File: src/rtl/flv_pkg.sv
// ----------------------------------------------------------------------------
// flv_pkg
// Shared types, character codes and class decode for the float literal
// validator.
// ----------------------------------------------------------------------------
package flv_pkg;

    localparam logic [7:0] CH_LOWER_E = 8'h65;
    localparam logic [7:0] CH_UPPER_E = 8'h45;
    localparam logic [7:0] CH_POINT   = 8'h2E;
    localparam logic [7:0] CH_MINUS   = 8'h2D;
    localparam logic [7:0] CH_PLUS    = 8'h2B;
    localparam logic [7:0] CH_ZERO    = 8'h30;
    localparam logic [7:0] CH_NINE    = 8'h39;

    localparam logic [1:0] SC_DIGIT = 2'd0;
    localparam logic [1:0] SC_PLUS  = 2'd1;
    localparam logic [1:0] SC_MINUS = 2'd2;
    localparam logic [1:0] SC_OTHER = 2'd3;

    localparam logic [1:0] PHASE_START = 2'd0;
    localparam logic [1:0] PHASE_ONE   = 2'd1;
    localparam logic [1:0] PHASE_MORE  = 2'd2;

    localparam logic [1:0] SIGN_MAX = 2'd3;
    localparam logic [1:0] SIGN_TWO = 2'd2;

    typedef enum logic [2:0] {
        CL_NONE  = 3'd0,
        CL_DIGIT = 3'd1,
        CL_SIGN  = 3'd2,
        CL_EXP   = 3'd3,
        CL_DOT   = 3'd4,
        CL_OTHER = 3'd5
    } cls_t;

    typedef enum logic [1:0] {
        PEND_NONE      = 2'd0,
        PEND_LEAD_SIGN = 2'd1,
        PEND_LEAD_DOT  = 2'd2,
        PEND_LATE_SIGN = 2'd3
    } pend_t;

    typedef struct packed {
        logic [7:0] character;
        logic       last;
        logic       no_char;
    } item_t;

    typedef struct packed {
        logic       valid_res;
        logic [1:0] sign_class;
    } result_t;

    typedef struct packed {
        logic [1:0] position_phase;
        cls_t       prev_class;
        logic [1:0] sign_count;
        logic       dot_seen;
        logic       exp_seen;
        logic       failed;
        pend_t      pending_rule;
        logic [1:0] first_class;
    } scan_state_t;

    localparam scan_state_t SCAN_CLEAR = '{
        position_phase: PHASE_START,
        prev_class:     CL_NONE,
        sign_count:     2'd0,
        dot_seen:       1'b0,
        exp_seen:       1'b0,
        failed:         1'b0,
        pending_rule:   PEND_NONE,
        first_class:    SC_DIGIT
    };

    function automatic cls_t classify(input logic [7:0] ch);
        cls_t c;
        if (ch inside {[CH_ZERO:CH_NINE]})
            c = CL_DIGIT;
        else if (ch == CH_PLUS || ch == CH_MINUS)
            c = CL_SIGN;
        else if (ch == CH_LOWER_E || ch == CH_UPPER_E)
            c = CL_EXP;
        else if (ch == CH_POINT)
            c = CL_DOT;
        else
            c = CL_OTHER;
        return c;
    endfunction

endpackage

File: src/rtl/flv_in_stage.sv
// ----------------------------------------------------------------------------
// flv_in_stage
// Input register: captures one word and holds it until the scanner takes it.
// ----------------------------------------------------------------------------
module flv_in_stage
    import flv_pkg::*;
(
    input  logic       clk,
    input  logic       rst_n,
    input  logic       in_valid,
    output logic       in_ready,
    input  logic [7:0] character,
    input  logic       last,
    input  logic       no_char,
    input  logic       advance,
    output logic       item_valid,
    output item_t      item
);

    logic  stage_valid_reg;
    logic  stage_valid_next;
    item_t item_reg;
    logic  load;

    assign in_ready = !stage_valid_reg || advance;
    assign load     = in_valid && in_ready;

    always_comb
    begin
        stage_valid_next = stage_valid_reg;
        if (load)
            stage_valid_next = 1'b1;
        else if (advance)
            stage_valid_next = 1'b0;
    end

    always_ff @(posedge clk or negedge rst_n)
    begin
        if (!rst_n)
            stage_valid_reg <= 1'b0;
        else
            stage_valid_reg <= stage_valid_next;
    end

    always_ff @(posedge clk)
    begin
        if (load)
        begin
            item_reg.character <= character;
            item_reg.last      <= last;
            item_reg.no_char   <= no_char;
        end
    end

    assign item_valid = stage_valid_reg;
    assign item       = item_reg;

endmodule

File: src/rtl/flv_scan.sv
// ----------------------------------------------------------------------------
// flv_scan
// Literal scanner: per-character rule checks, pending lookahead checks and
// the end-of-literal verdict.
// ----------------------------------------------------------------------------
module flv_scan
    import flv_pkg::*;
(
    input  logic    clk,
    input  logic    rst_n,
    input  logic    item_valid,
    input  item_t   item,
    input  logic    out_busy,
    output logic    advance,
    output logic    res_valid,
    output result_t res
);

    scan_state_t st_reg;
    scan_state_t st_next;
    scan_state_t taken;
    scan_state_t fin_src;
    cls_t        cls;
    logic        ends;

    assign cls       = classify(item.character);
    assign ends      = item.last || item.no_char;
    // hold a word that ends a literal while a result is still waiting downstream
    assign advance   = item_valid && !(ends && out_busy);
    assign res_valid = advance && ends;

    always_comb
    begin
        taken              = st_reg;
        taken.pending_rule = PEND_NONE;

        case (st_reg.pending_rule)
            PEND_LEAD_SIGN:
            begin
                if (cls == CL_EXP || cls == CL_SIGN)
                    taken.failed = 1'b1;
                if (cls == CL_DOT)
                    taken.pending_rule = PEND_LEAD_DOT;
            end
            PEND_LEAD_DOT:
            begin
                if (cls == CL_EXP)
                    taken.failed = 1'b1;
            end
            PEND_LATE_SIGN:
            begin
                if (st_reg.sign_count == SIGN_TWO)
                begin
                    if (cls != CL_DIGIT)
                        taken.failed = 1'b1;
                end
                else if (cls == CL_EXP)
                    taken.failed = 1'b1;
            end
            default:
            begin
            end
        endcase

        if (st_reg.position_phase == PHASE_START)
        begin
            if (cls == CL_DIGIT)
                taken.first_class = SC_DIGIT;
            else if (item.character == CH_PLUS)
                taken.first_class = SC_PLUS;
            else if (item.character == CH_MINUS)
                taken.first_class = SC_MINUS;
            else
                taken.first_class = SC_OTHER;
        end

        case (cls)
            CL_SIGN:
            begin
                if (st_reg.sign_count != SIGN_MAX)
                    taken.sign_count = st_reg.sign_count + 2'd1;
                if (st_reg.sign_count >= SIGN_TWO)
                    taken.failed = 1'b1;
                if (st_reg.position_phase == PHASE_START)
                    taken.pending_rule = PEND_LEAD_SIGN;
                else
                begin
                    if (st_reg.prev_class != CL_EXP)
                        taken.failed = 1'b1;
                    taken.pending_rule = PEND_LATE_SIGN;
                end
            end
            CL_DOT:
            begin
                if (st_reg.dot_seen || st_reg.exp_seen)
                    taken.failed = 1'b1;
                if (st_reg.position_phase != PHASE_START
                    && st_reg.prev_class != CL_SIGN
                    && st_reg.prev_class != CL_DIGIT)
                    taken.failed = 1'b1;
                taken.dot_seen = 1'b1;
            end
            CL_EXP:
            begin
                if (st_reg.exp_seen || st_reg.position_phase == PHASE_START)
                    taken.failed = 1'b1;
                taken.exp_seen = 1'b1;
            end
            CL_OTHER:
                taken.failed = 1'b1;
            default:
            begin
            end
        endcase

        taken.prev_class = cls;
        if (st_reg.position_phase != PHASE_MORE)
            taken.position_phase = st_reg.position_phase + 2'd1;
    end

    // verdict on the state after the last character received
    always_comb
    begin
        fin_src        = item.no_char ? st_reg : taken;
        res.valid_res  = 1'b1;
        res.sign_class = fin_src.first_class;
        if (fin_src.position_phase == PHASE_START)
        begin
            res.valid_res  = 1'b0;
            res.sign_class = SC_OTHER;
        end
        else
        begin
            if (fin_src.failed)
                res.valid_res = 1'b0;
            if (fin_src.prev_class == CL_SIGN || fin_src.prev_class == CL_EXP)
                res.valid_res = 1'b0;
            if (fin_src.position_phase == PHASE_ONE && fin_src.prev_class == CL_DOT)
                res.valid_res = 1'b0;
        end
    end

    always_comb
    begin
        st_next = st_reg;
        if (advance)
            st_next = ends ? SCAN_CLEAR : taken;
    end

    always_ff @(posedge clk or negedge rst_n)
    begin
        if (!rst_n)
            st_reg <= SCAN_CLEAR;
        else
            st_reg <= st_next;
    end

endmodule

File: src/rtl/flv_out_stage.sv
// ----------------------------------------------------------------------------
// flv_out_stage
// Result register: holds one verdict word until the consumer takes it.
// ----------------------------------------------------------------------------
module flv_out_stage
    import flv_pkg::*;
(
    input  logic       clk,
    input  logic       rst_n,
    input  logic       res_valid,
    input  result_t    res,
    output logic       out_busy,
    output logic       out_valid,
    input  logic       out_ready,
    output logic       valid_res,
    output logic [1:0] sign_class
);

    logic    out_valid_reg;
    logic    out_valid_next;
    result_t res_reg;

    assign out_busy = out_valid_reg && !out_ready;

    always_comb
    begin
        out_valid_next = out_valid_reg;
        if (res_valid)
            out_valid_next = 1'b1;
        else if (out_ready)
            out_valid_next = 1'b0;
    end

    always_ff @(posedge clk or negedge rst_n)
    begin
        if (!rst_n)
            out_valid_reg <= 1'b0;
        else
            out_valid_reg <= out_valid_next;
    end

    always_ff @(posedge clk)
    begin
        if (res_valid)
            res_reg <= res;
    end

    assign out_valid  = out_valid_reg;
    assign valid_res  = res_reg.valid_res;
    assign sign_class = res_reg.sign_class;

endmodule

File: src/rtl/float_literal_validator_core.sv
// A result word is registered in the result register when its last character leaves the input register.
// Throughput: one character per cycle; the scan state update
// between the input register and the result register sets this rate.
// A pending result stalls the input only when the next word also ends a literal.
// Reset (rst_n low, asynchronous) empties both registers and clears the scan
// state to the start of a literal.
// ----------------------------------------------------------------------------
// float_literal_validator_core
// Decimal float literal syntax checker, one character per word.
// ----------------------------------------------------------------------------
module float_literal_validator_core
    import flv_pkg::*;
(
    input  logic       clk,
    input  logic       rst_n,
    input  logic       in_valid,
    output logic       in_ready,
    input  logic [7:0] character,
    input  logic       last,
    input  logic       no_char,
    output logic       out_valid,
    input  logic       out_ready,
    output logic       valid_res,
    output logic [1:0] sign_class
);

    logic    advance;
    logic    item_valid;
    item_t   item;
    logic    out_busy;
    logic    res_valid;
    result_t res;

    flv_in_stage u_in_stage (
        .clk        (clk),
        .rst_n      (rst_n),
        .in_valid   (in_valid),
        .in_ready   (in_ready),
        .character  (character),
        .last       (last),
        .no_char    (no_char),
        .advance    (advance),
        .item_valid (item_valid),
        .item       (item)
    );

    flv_scan u_scan (
        .clk        (clk),
        .rst_n      (rst_n),
        .item_valid (item_valid),
        .item       (item),
        .out_busy   (out_busy),
        .advance    (advance),
        .res_valid  (res_valid),
        .res        (res)
    );

    flv_out_stage u_out_stage (
        .clk        (clk),
        .rst_n      (rst_n),
        .res_valid  (res_valid),
        .res        (res),
        .out_busy   (out_busy),
        .out_valid  (out_valid),
        .out_ready  (out_ready),
        .valid_res  (valid_res),
        .sign_class (sign_class)
    );

endmodule

File: config.mk
export PLATFORM = sky130hd
export DESIGN_NAME = float_literal_validator_core
export DESIGN_NICKNAME = d
export VERILOG_FILES = /design/src/rtl/flv_pkg.sv /design/src/rtl/flv_in_stage.sv /design/src/rtl/flv_scan.sv /design/src/rtl/flv_out_stage.sv /design/src/rtl/float_literal_validator_core.sv
export SDC_FILE = /design/constraint.sdc
export NUM_CORES = 1
export LEC_CHECK = 0
export ABC_AREA = 1
export BUFFER_PORTS_ARGS = -buffer_cell sky130_fd_sc_hd__buf_2
export CORE_UTILIZATION = 42
export DETAILED_ROUTE_END_ITERATION = 6
export GPL_ROUTABILITY_DRIVEN = 1
export PLACE_DENSITY = 0.62
export SYNTH_ARGS = -nofsm -noshare
export SYNTH_HDL_FRONTEND = slang
export SYNTH_SLANG_ARGS = --single-unit
File: constraint.sdc
create_clock -name clk -period 2.1 [get_ports clk]
set_input_delay 0.105 -clock clk [delete_from_list [all_inputs] [get_ports clk]]
set_output_delay 0.105 -clock clk [all_outputs]
set_load 0.02 [all_outputs]
==> impl_metrics.env, run 1 <==
export IMPL_status="finished, final reports clean"
export IMPL_critical_path_class="register to register"
export IMPL_drc_errors=0
export IMPL_relSlewSlack_pct=74.3
export IMPL_finalCriticalPeriod_ns=1.73
export IMPL_setup_viol=0
export IMPL_synth_area_leaders="dfrtp_1, edfxtp_1, nand2_1"
export IMPL_synthesis_area_um2=1460
export IMPL_cp_required_ns=2.18
export IMPL_ys_types=27
export IMPL_critPathSlowestCell="dfrtp_1"
export IMPL_finClkSkew_ns=0.0114
export IMPL_async_flop_share_pct=55.2
export IMPL_place_gp_congestion=0.872
export IMPL_synth_most_common_cell="nand2_1"
export IMPL_synth_nets=186
export IMPL_grt_use_total_pct=19.1
export IMPL_maxSlewViolCount=0
export IMPL_worstPathCellList="inv_1, ha_1, inv_1, nor2_1, a211oi_1, a21oi_1, nand3_1, a21oi_2"
export IMPL_clock_fmax_mhz=579
export IMPL_cts_clk_slew_worst_paths_ns=0.09
export IMPL_p_seq_share_pct=44.9
export IMPL_ys_seq_area_share_pct=54.3
export IMPL_wirelength_mm=2.87
export IMPL_grt_max_degree=17
export IMPL_critical_path_max_stage_delay_ns=0.38
export IMPL_yosysTopAreaCell="dfrtp_1"
export IMPL_area_growth_syn_to_layout_pct=25.1
export IMPL_clockBufferDepth=2
export IMPL_combPwrFrac_pct=18.6
export IMPL_coreArea_um2=3340
export IMPL_seq_area_um2=791
export IMPL_synth_edf_count=13
export IMPL_cts_sinks=29
export IMPL_crit_path_end_kind="register"
export IMPL_multiInputGateArea_um2=528
export IMPL_switching_power_w=0.000406
export IMPL_dr_total_vias=1237
export IMPL_vdd_ir_drop_max_mv=0.486
export IMPL_cts_root_buffer="clkbuf_4"
export IMPL_dp_final_hpwl_mm=2.15
export IMPL_wire_per_inst_um=11.3
export IMPL_grt_overflow=0
export IMPL_grt_pass1_wl_mm=5.05
export IMPL_rows=21
export IMPL_min_path_type="input pin to register"
export IMPL_clk_latency_ns=0.33
export IMPL_dieArea_um2=3700
export IMPL_crit_top_cell="inv_1"
export IMPL_rsz0062_at_grt="no"
export IMPL_crit_fanout=7
export IMPL_grt_pass1_vias=1250
export IMPL_firstDrtPassIters=4
export IMPL_setup_ws_ns=0.373
export IMPL_cts_tree="built"
export IMPL_die_h_um=60.9
export IMPL_p_sw_share_pct=26.3
export IMPL_die_w_um=60.9
export IMPL_syn_area_per_cell_um2=8.51
export IMPL_drtIter0Drc=31
export IMPL_largest_register_ffs=14
export IMPL_numCtsBuffers=5
export IMPL_viasPerCell=4.87
export IMPL_synth_seq_cells=29
export IMPL_antenna_left=0
export IMPL_netlist_area_leader_share_pct=27.5
export IMPL_worst_slew_pin_slew_ns=0.386
export IMPL_power_density_nw_per_um2=847
export IMPL_ios=19
export IMPL_n_fill_cell=318
export IMPL_dpl_instance_area_um2=1600
export IMPL_h_tree_depth=2
export IMPL_grt_antenna_before_repair=0
export IMPL_synth_cells=171
export IMPL_clkPwrFrac_pct=36.5
export IMPL_ys_flop_type="dfrtp_1"
export IMPL_fin_tns_setup_ns=0
export IMPL_finalInstanceArea_um2=1820
export IMPL_port_buffer_count=18
export IMPL_start_kind="register"
export IMPL_synth_common_cells="nand2_1, inv_1, nor2_1"
export IMPL_nets=222
export IMPL_intPower_w=0.00114
export IMPL_leakagePower_nw=0.881
export IMPL_finalCritPeriodShare_pct=82.2
export IMPL_arrival_ns=1.81
export IMPL_max_cap_viol_count=0
export IMPL_final_hold_violation_count=0
export IMPL_drive_gt1_share_pct=17.8
export IMPL_insertedDiodeCount=0
export IMPL_yosysWarnings=0
export IMPL_initial_core_util_pct=43.6
export IMPL_place_ws_ns=0.405
-- through the flow --
stage | hold WS (ns) | power (W) | util, % | instances
2_1_floorplan | -0.191 | 0.000894 | - | 171
3_3_place_gp | 0.0431 | 0.000965 | 47.9 | 234
3_5_place_dp | 0.0416 | 0.000974 | 47.9 | 234
4_1_cts | 0.0349 | 0.00156 | 54.6 | 254
5_1_grt | 0.0478 | 0.00164 | 54.6 | 254
6_report | 0.0544 | 0.00154 | 54.6 | 254
-- critical path, delay by kind of cell, from the launching register on --
kind / cells / cell delay [ns]
flip-flops: 1 / 0.38
adder cells (fa/ha/maj): 1 / 0.27
buffers and inverters: 2 / 0.21
AND/OR/NAND/NOR: 2 / 0.16
AO/OA/AOI/OAI: 3 / 0.47
-- routing by layer --
layer | GRT usage [%] | vias to the layer above | share of wire (%) | routed length, um
met5 | 0 | - | 0 | 0
met4 | 10.1 | 0 | 2.8 | 81
met3 | 6.40 | 8 | 3.5 | 99
met2 | 33.3 | 27 | 52 | 1490
met1 | 20.5 | 566 | 42 | 1200
li1 | - | 636 | - | -
-- placed cells by master (no fill, tap or decap), types with 8 or more instances in the layout --
master,Yosys,final
o21ai_0,8,8
a21oi_1,8,8
nand3_1,11,11
edfxtp_1,13,13
inv_1,31,31
buf_2,1,18
nand2_1,36,36
nor2_1,19,19
dlygate4sd3_1,0,12
dfrtp_1,16,16
-- layout make-up --
cell class                 count  share of cell area [%]
tap                           46                    3.16
multi-input combinational    107                    29.0
clock inverter                 3                    3.57
timing repair buffer          31                    12.0
inverter                      33                    6.80
sequential                    29                    43.4
clock buffer                   5                    2.06
-- final timing paths --
check / startpoint / end / slack, ns / depth (start not counted)
setup / recovery: u_scan.st_reg[12] / u_out_stage.valid_res / 0.37 / 8
hold / removal: out_ready / u_out_stage.out_valid / 0.05 / 4
setup reg to reg: u_scan.st_reg[12] / u_out_stage.valid_res / 0.37 / 8
hold reg to reg: u_scan.st_reg[6] / u_scan.st_reg[6] / 0.53 / 2
max in group asynchronous: rst_n / u_scan.st_reg[3] / 1.61 / 2
min in group asynchronous: rst_n / u_scan.st_reg[5] / 0.21 / 2
-- kinds of logic after synthesis --
group | Yosys count | synth area share [%]
AOI/OAI and AO/OA | 30 | 12.6
adders and majority gates | 1 | 0.860
buffers and inverters | 35 | 9.37
DFF | 29 | 54.3
and+or+nand+nor | 76 | 22.9
-- repair_timing --
action / CTS / global route
hold buffers: 12 / 0
setup buffers: 0 / 0
hold endpoints to repair: 27 / 0
resized for setup: 0 / 0
-- power by group through the flow --
stage	sequential, W	clock, W	combinational (W)
2_1_floorplan	0.000709	0	0.000186
3_3_place_gp	0.000702	0	0.000263
3_5_place_dp	0.000704	0	0.000270
4_1_cts	0.000693	0.000577	0.000289
5_1_grt	0.000700	0.000606	0.000331
6_report	0.000692	0.000563	0.000288
Power figures use the tool's default switching activity.
==> run 2, diff against run 1 <==
Clock period 2.1 ns to 1.6 ns, I/O delays scaled along.
==> impl_metrics.env, run 2 (synthesis results as in run 1) <==
export IMPL_critical_path_class="register to register"
export IMPL_max_cap_viol_count=0
export IMPL_clock_fmax_mhz=623
export IMPL_insertedDiodeCount=0
export IMPL_rows=21
export IMPL_final_hold_violation_count=0
export IMPL_setup_viol=1
export IMPL_grt_max_degree=17
export IMPL_fin_tns_setup_ns=-0.00421
export IMPL_grt_pass1_vias=1201
export IMPL_power_density_nw_per_um2=957
export IMPL_critPathSlowestCell="dfrtp_1"
export IMPL_cp_required_ns=1.68
export IMPL_crit_fanout=2
export IMPL_dp_final_hpwl_mm=2.17
export IMPL_dp_cells=239
export IMPL_vdd_ir_drop_max_mv=0.505
export IMPL_h_tree_depth=2
export IMPL_cts_clk_slew_worst_paths_ns=0.09
export IMPL_dpl_instance_area_um2=1640
export IMPL_worstPathCellList="inv_2, ha_4, inv_2, o21ai_2, o21bai_1, a31oi_1, nand3_2, nand3_2, a21oi_2"
export IMPL_layout_commonest_cell="nand2_1"
export IMPL_ios=19
export IMPL_relSlewSlack_pct=75.9
export IMPL_antenna_left=0
export IMPL_path_delay_family="compound AO/OA/AOI/OAI gates"
export IMPL_critical_path_max_stage_delay_ns=0.40
export IMPL_start_kind="register"
export IMPL_nets=231
export IMPL_path_buf_inv=2
export IMPL_drc_errors=0
export IMPL_clk_latency_ns=0.32
export IMPL_grt_pass1_wl_mm=5.13
export IMPL_die_h_um=60.9
export IMPL_largest_register_ffs=14
export IMPL_leakagePower_nw=0.919
export IMPL_fin_cells=263
export IMPL_violations="setup timing"
export IMPL_setup_ws_ns=-0.00421
export IMPL_cts_root_buffer="clkbuf_4"
export IMPL_finClkSkew_ns=0.00892
export IMPL_drive_gt1_share_pct=31.3
export IMPL_area_growth_syn_to_layout_pct=33.1
export IMPL_place_gp_congestion=0.851
export IMPL_rsz0062_at_grt="yes"
export IMPL_arrival_ns=1.68
export IMPL_finalCritPeriodShare_pct=100
export IMPL_hold_ws_ns=0.0317
export IMPL_coreArea_um2=3340
export IMPL_wirelength_mm=3.11
export IMPL_wire_per_inst_um=11.8
export IMPL_crit_path_end_kind="register"
export IMPL_grt_overflow=0
export IMPL_die_w_um=60.9
export IMPL_viasPerCell=4.84
export IMPL_n_fill_cell=305
export IMPL_finalCriticalPeriod_ns=1.60
export IMPL_min_path_type="input pin to register"
export IMPL_cts_tree="built"
export IMPL_maxSlewViolCount=0
export IMPL_finalInstanceArea_um2=1940
export IMPL_dr_total_vias=1274
export IMPL_dieArea_um2=3700
export IMPL_drtIter0Drc=35
export IMPL_final_cell_mix="nand2_1, inv_1, buf_2, dfrtp_1, nor2_1"
export IMPL_initial_core_util_pct=43.6
export IMPL_status="complete, but fails checks"
export IMPL_clockBufferDepth=2
export IMPL_worst_slew_pin_slew_ns=0.361
export IMPL_port_buffer_count=18
export IMPL_numCtsBuffers=5
export IMPL_grt_use_total_pct=19.3
export IMPL_grt_antenna_before_repair=0
export IMPL_cts_sinks=29
export IMPL_firstDrtPassIters=4
run 2: changes by cell type in the layout (fill, tap and decap cells not counted), moves of 2 or more:
cell | before | now
buf_4 | 1 | 10
inv_1 | 31 | 25
nand2_1 | 36 | 30
inv_2 | 2 | 7
nand2_2 | 3 | 8
nor2_1 | 19 | 14
nor2_2 | 1 | 4
bufinv_16 | 2 | 0
clkbuf_1 | 0 | 2
nand3_1 | 11 | 9
nor2_4 | 1 | 3
o21ai_0 | 8 | 6
o21ai_2 | 0 | 2
run 2: tightest hold or removal path, cell delays in order:
cell and delay (ns):
buf_2 0.08, inv_1 0.05, nand2_1 0.06, nand2_1 0.05
run 2: area by class of cell:
cell class,count,area (um^2),area share [%]
inverter,33,128,6.59
clock buffer,8,58.8,3.04
sequential,29,791,40.8
tap,46,57.6,2.97
timing repair buffer,40,285,14.7
multi-input combinational,107,617,31.8
run 2: final timing paths:
check	slack [ns]	end	from	cells past startpoint
worst max-delay path	-0.004	u_out_stage.valid_res	u_scan.st_reg[12]	9
worst min-delay path	0.03	u_out_stage.out_valid	out_ready	4
worst max register to register	-0.004	u_out_stage.valid_res	u_scan.st_reg[12]	9
worst min register to register	0.50	u_scan.st_reg[6]	u_scan.st_reg[6]	2
max in group asynchronous	1.14	u_scan.st_reg[5]	rst_n	2
min in group asynchronous	0.19	u_scan.st_reg[13]	rst_n	2
run 2: power breakdown:
| part | internal [W] | switching [W] | leakage (nW) | total, W |
|---|---|---|---|---|
| logic | 0.000212 | 0.000279 | 0.549 | 0.000491 |
| registers | 0.000861 | 0.0000447 | 0.338 | 0.000906 |
| clock network | 0.000216 | 0.000240 | 0.0326 | 0.000457 |
| total | 0.00129 | 0.000564 | 0.919 | 0.00185 |
run 2: through the flow:
step	worst slack (ns)	power (W)	utilization (%)
floorplan	0.0836	0.00117	-
global route	-0.137	0.00198	58.0
detailed placement	0.00149	0.00130	49.0
finish	-0.00421	0.00185	58.0
CTS	0.00959	0.00181	55.2
global placement	0.0370	0.00129	49.0
run 2: layer usage:
layer | routed length (um) | vias up | global-route usage, %
met5 | 0 | - | 0
met4 | 91 | 0 | 7.79
met3 | 158 | 9 | 7.25
met2 | 1540 | 31 | 31.4
met1 | 1310 | 586 | 23.3
li1 | - | 648 | -
run 2: timing repair:
action / 4_1_cts / 5_1_grt
pin swaps: 1 / 7
endpoints found under the hold margin: 27 / 0
setup endpoints to repair: 1 / 14
setup buffers: 2 / 2
hold buffers: 12 / 0
gates resized for setup: 7 / 24
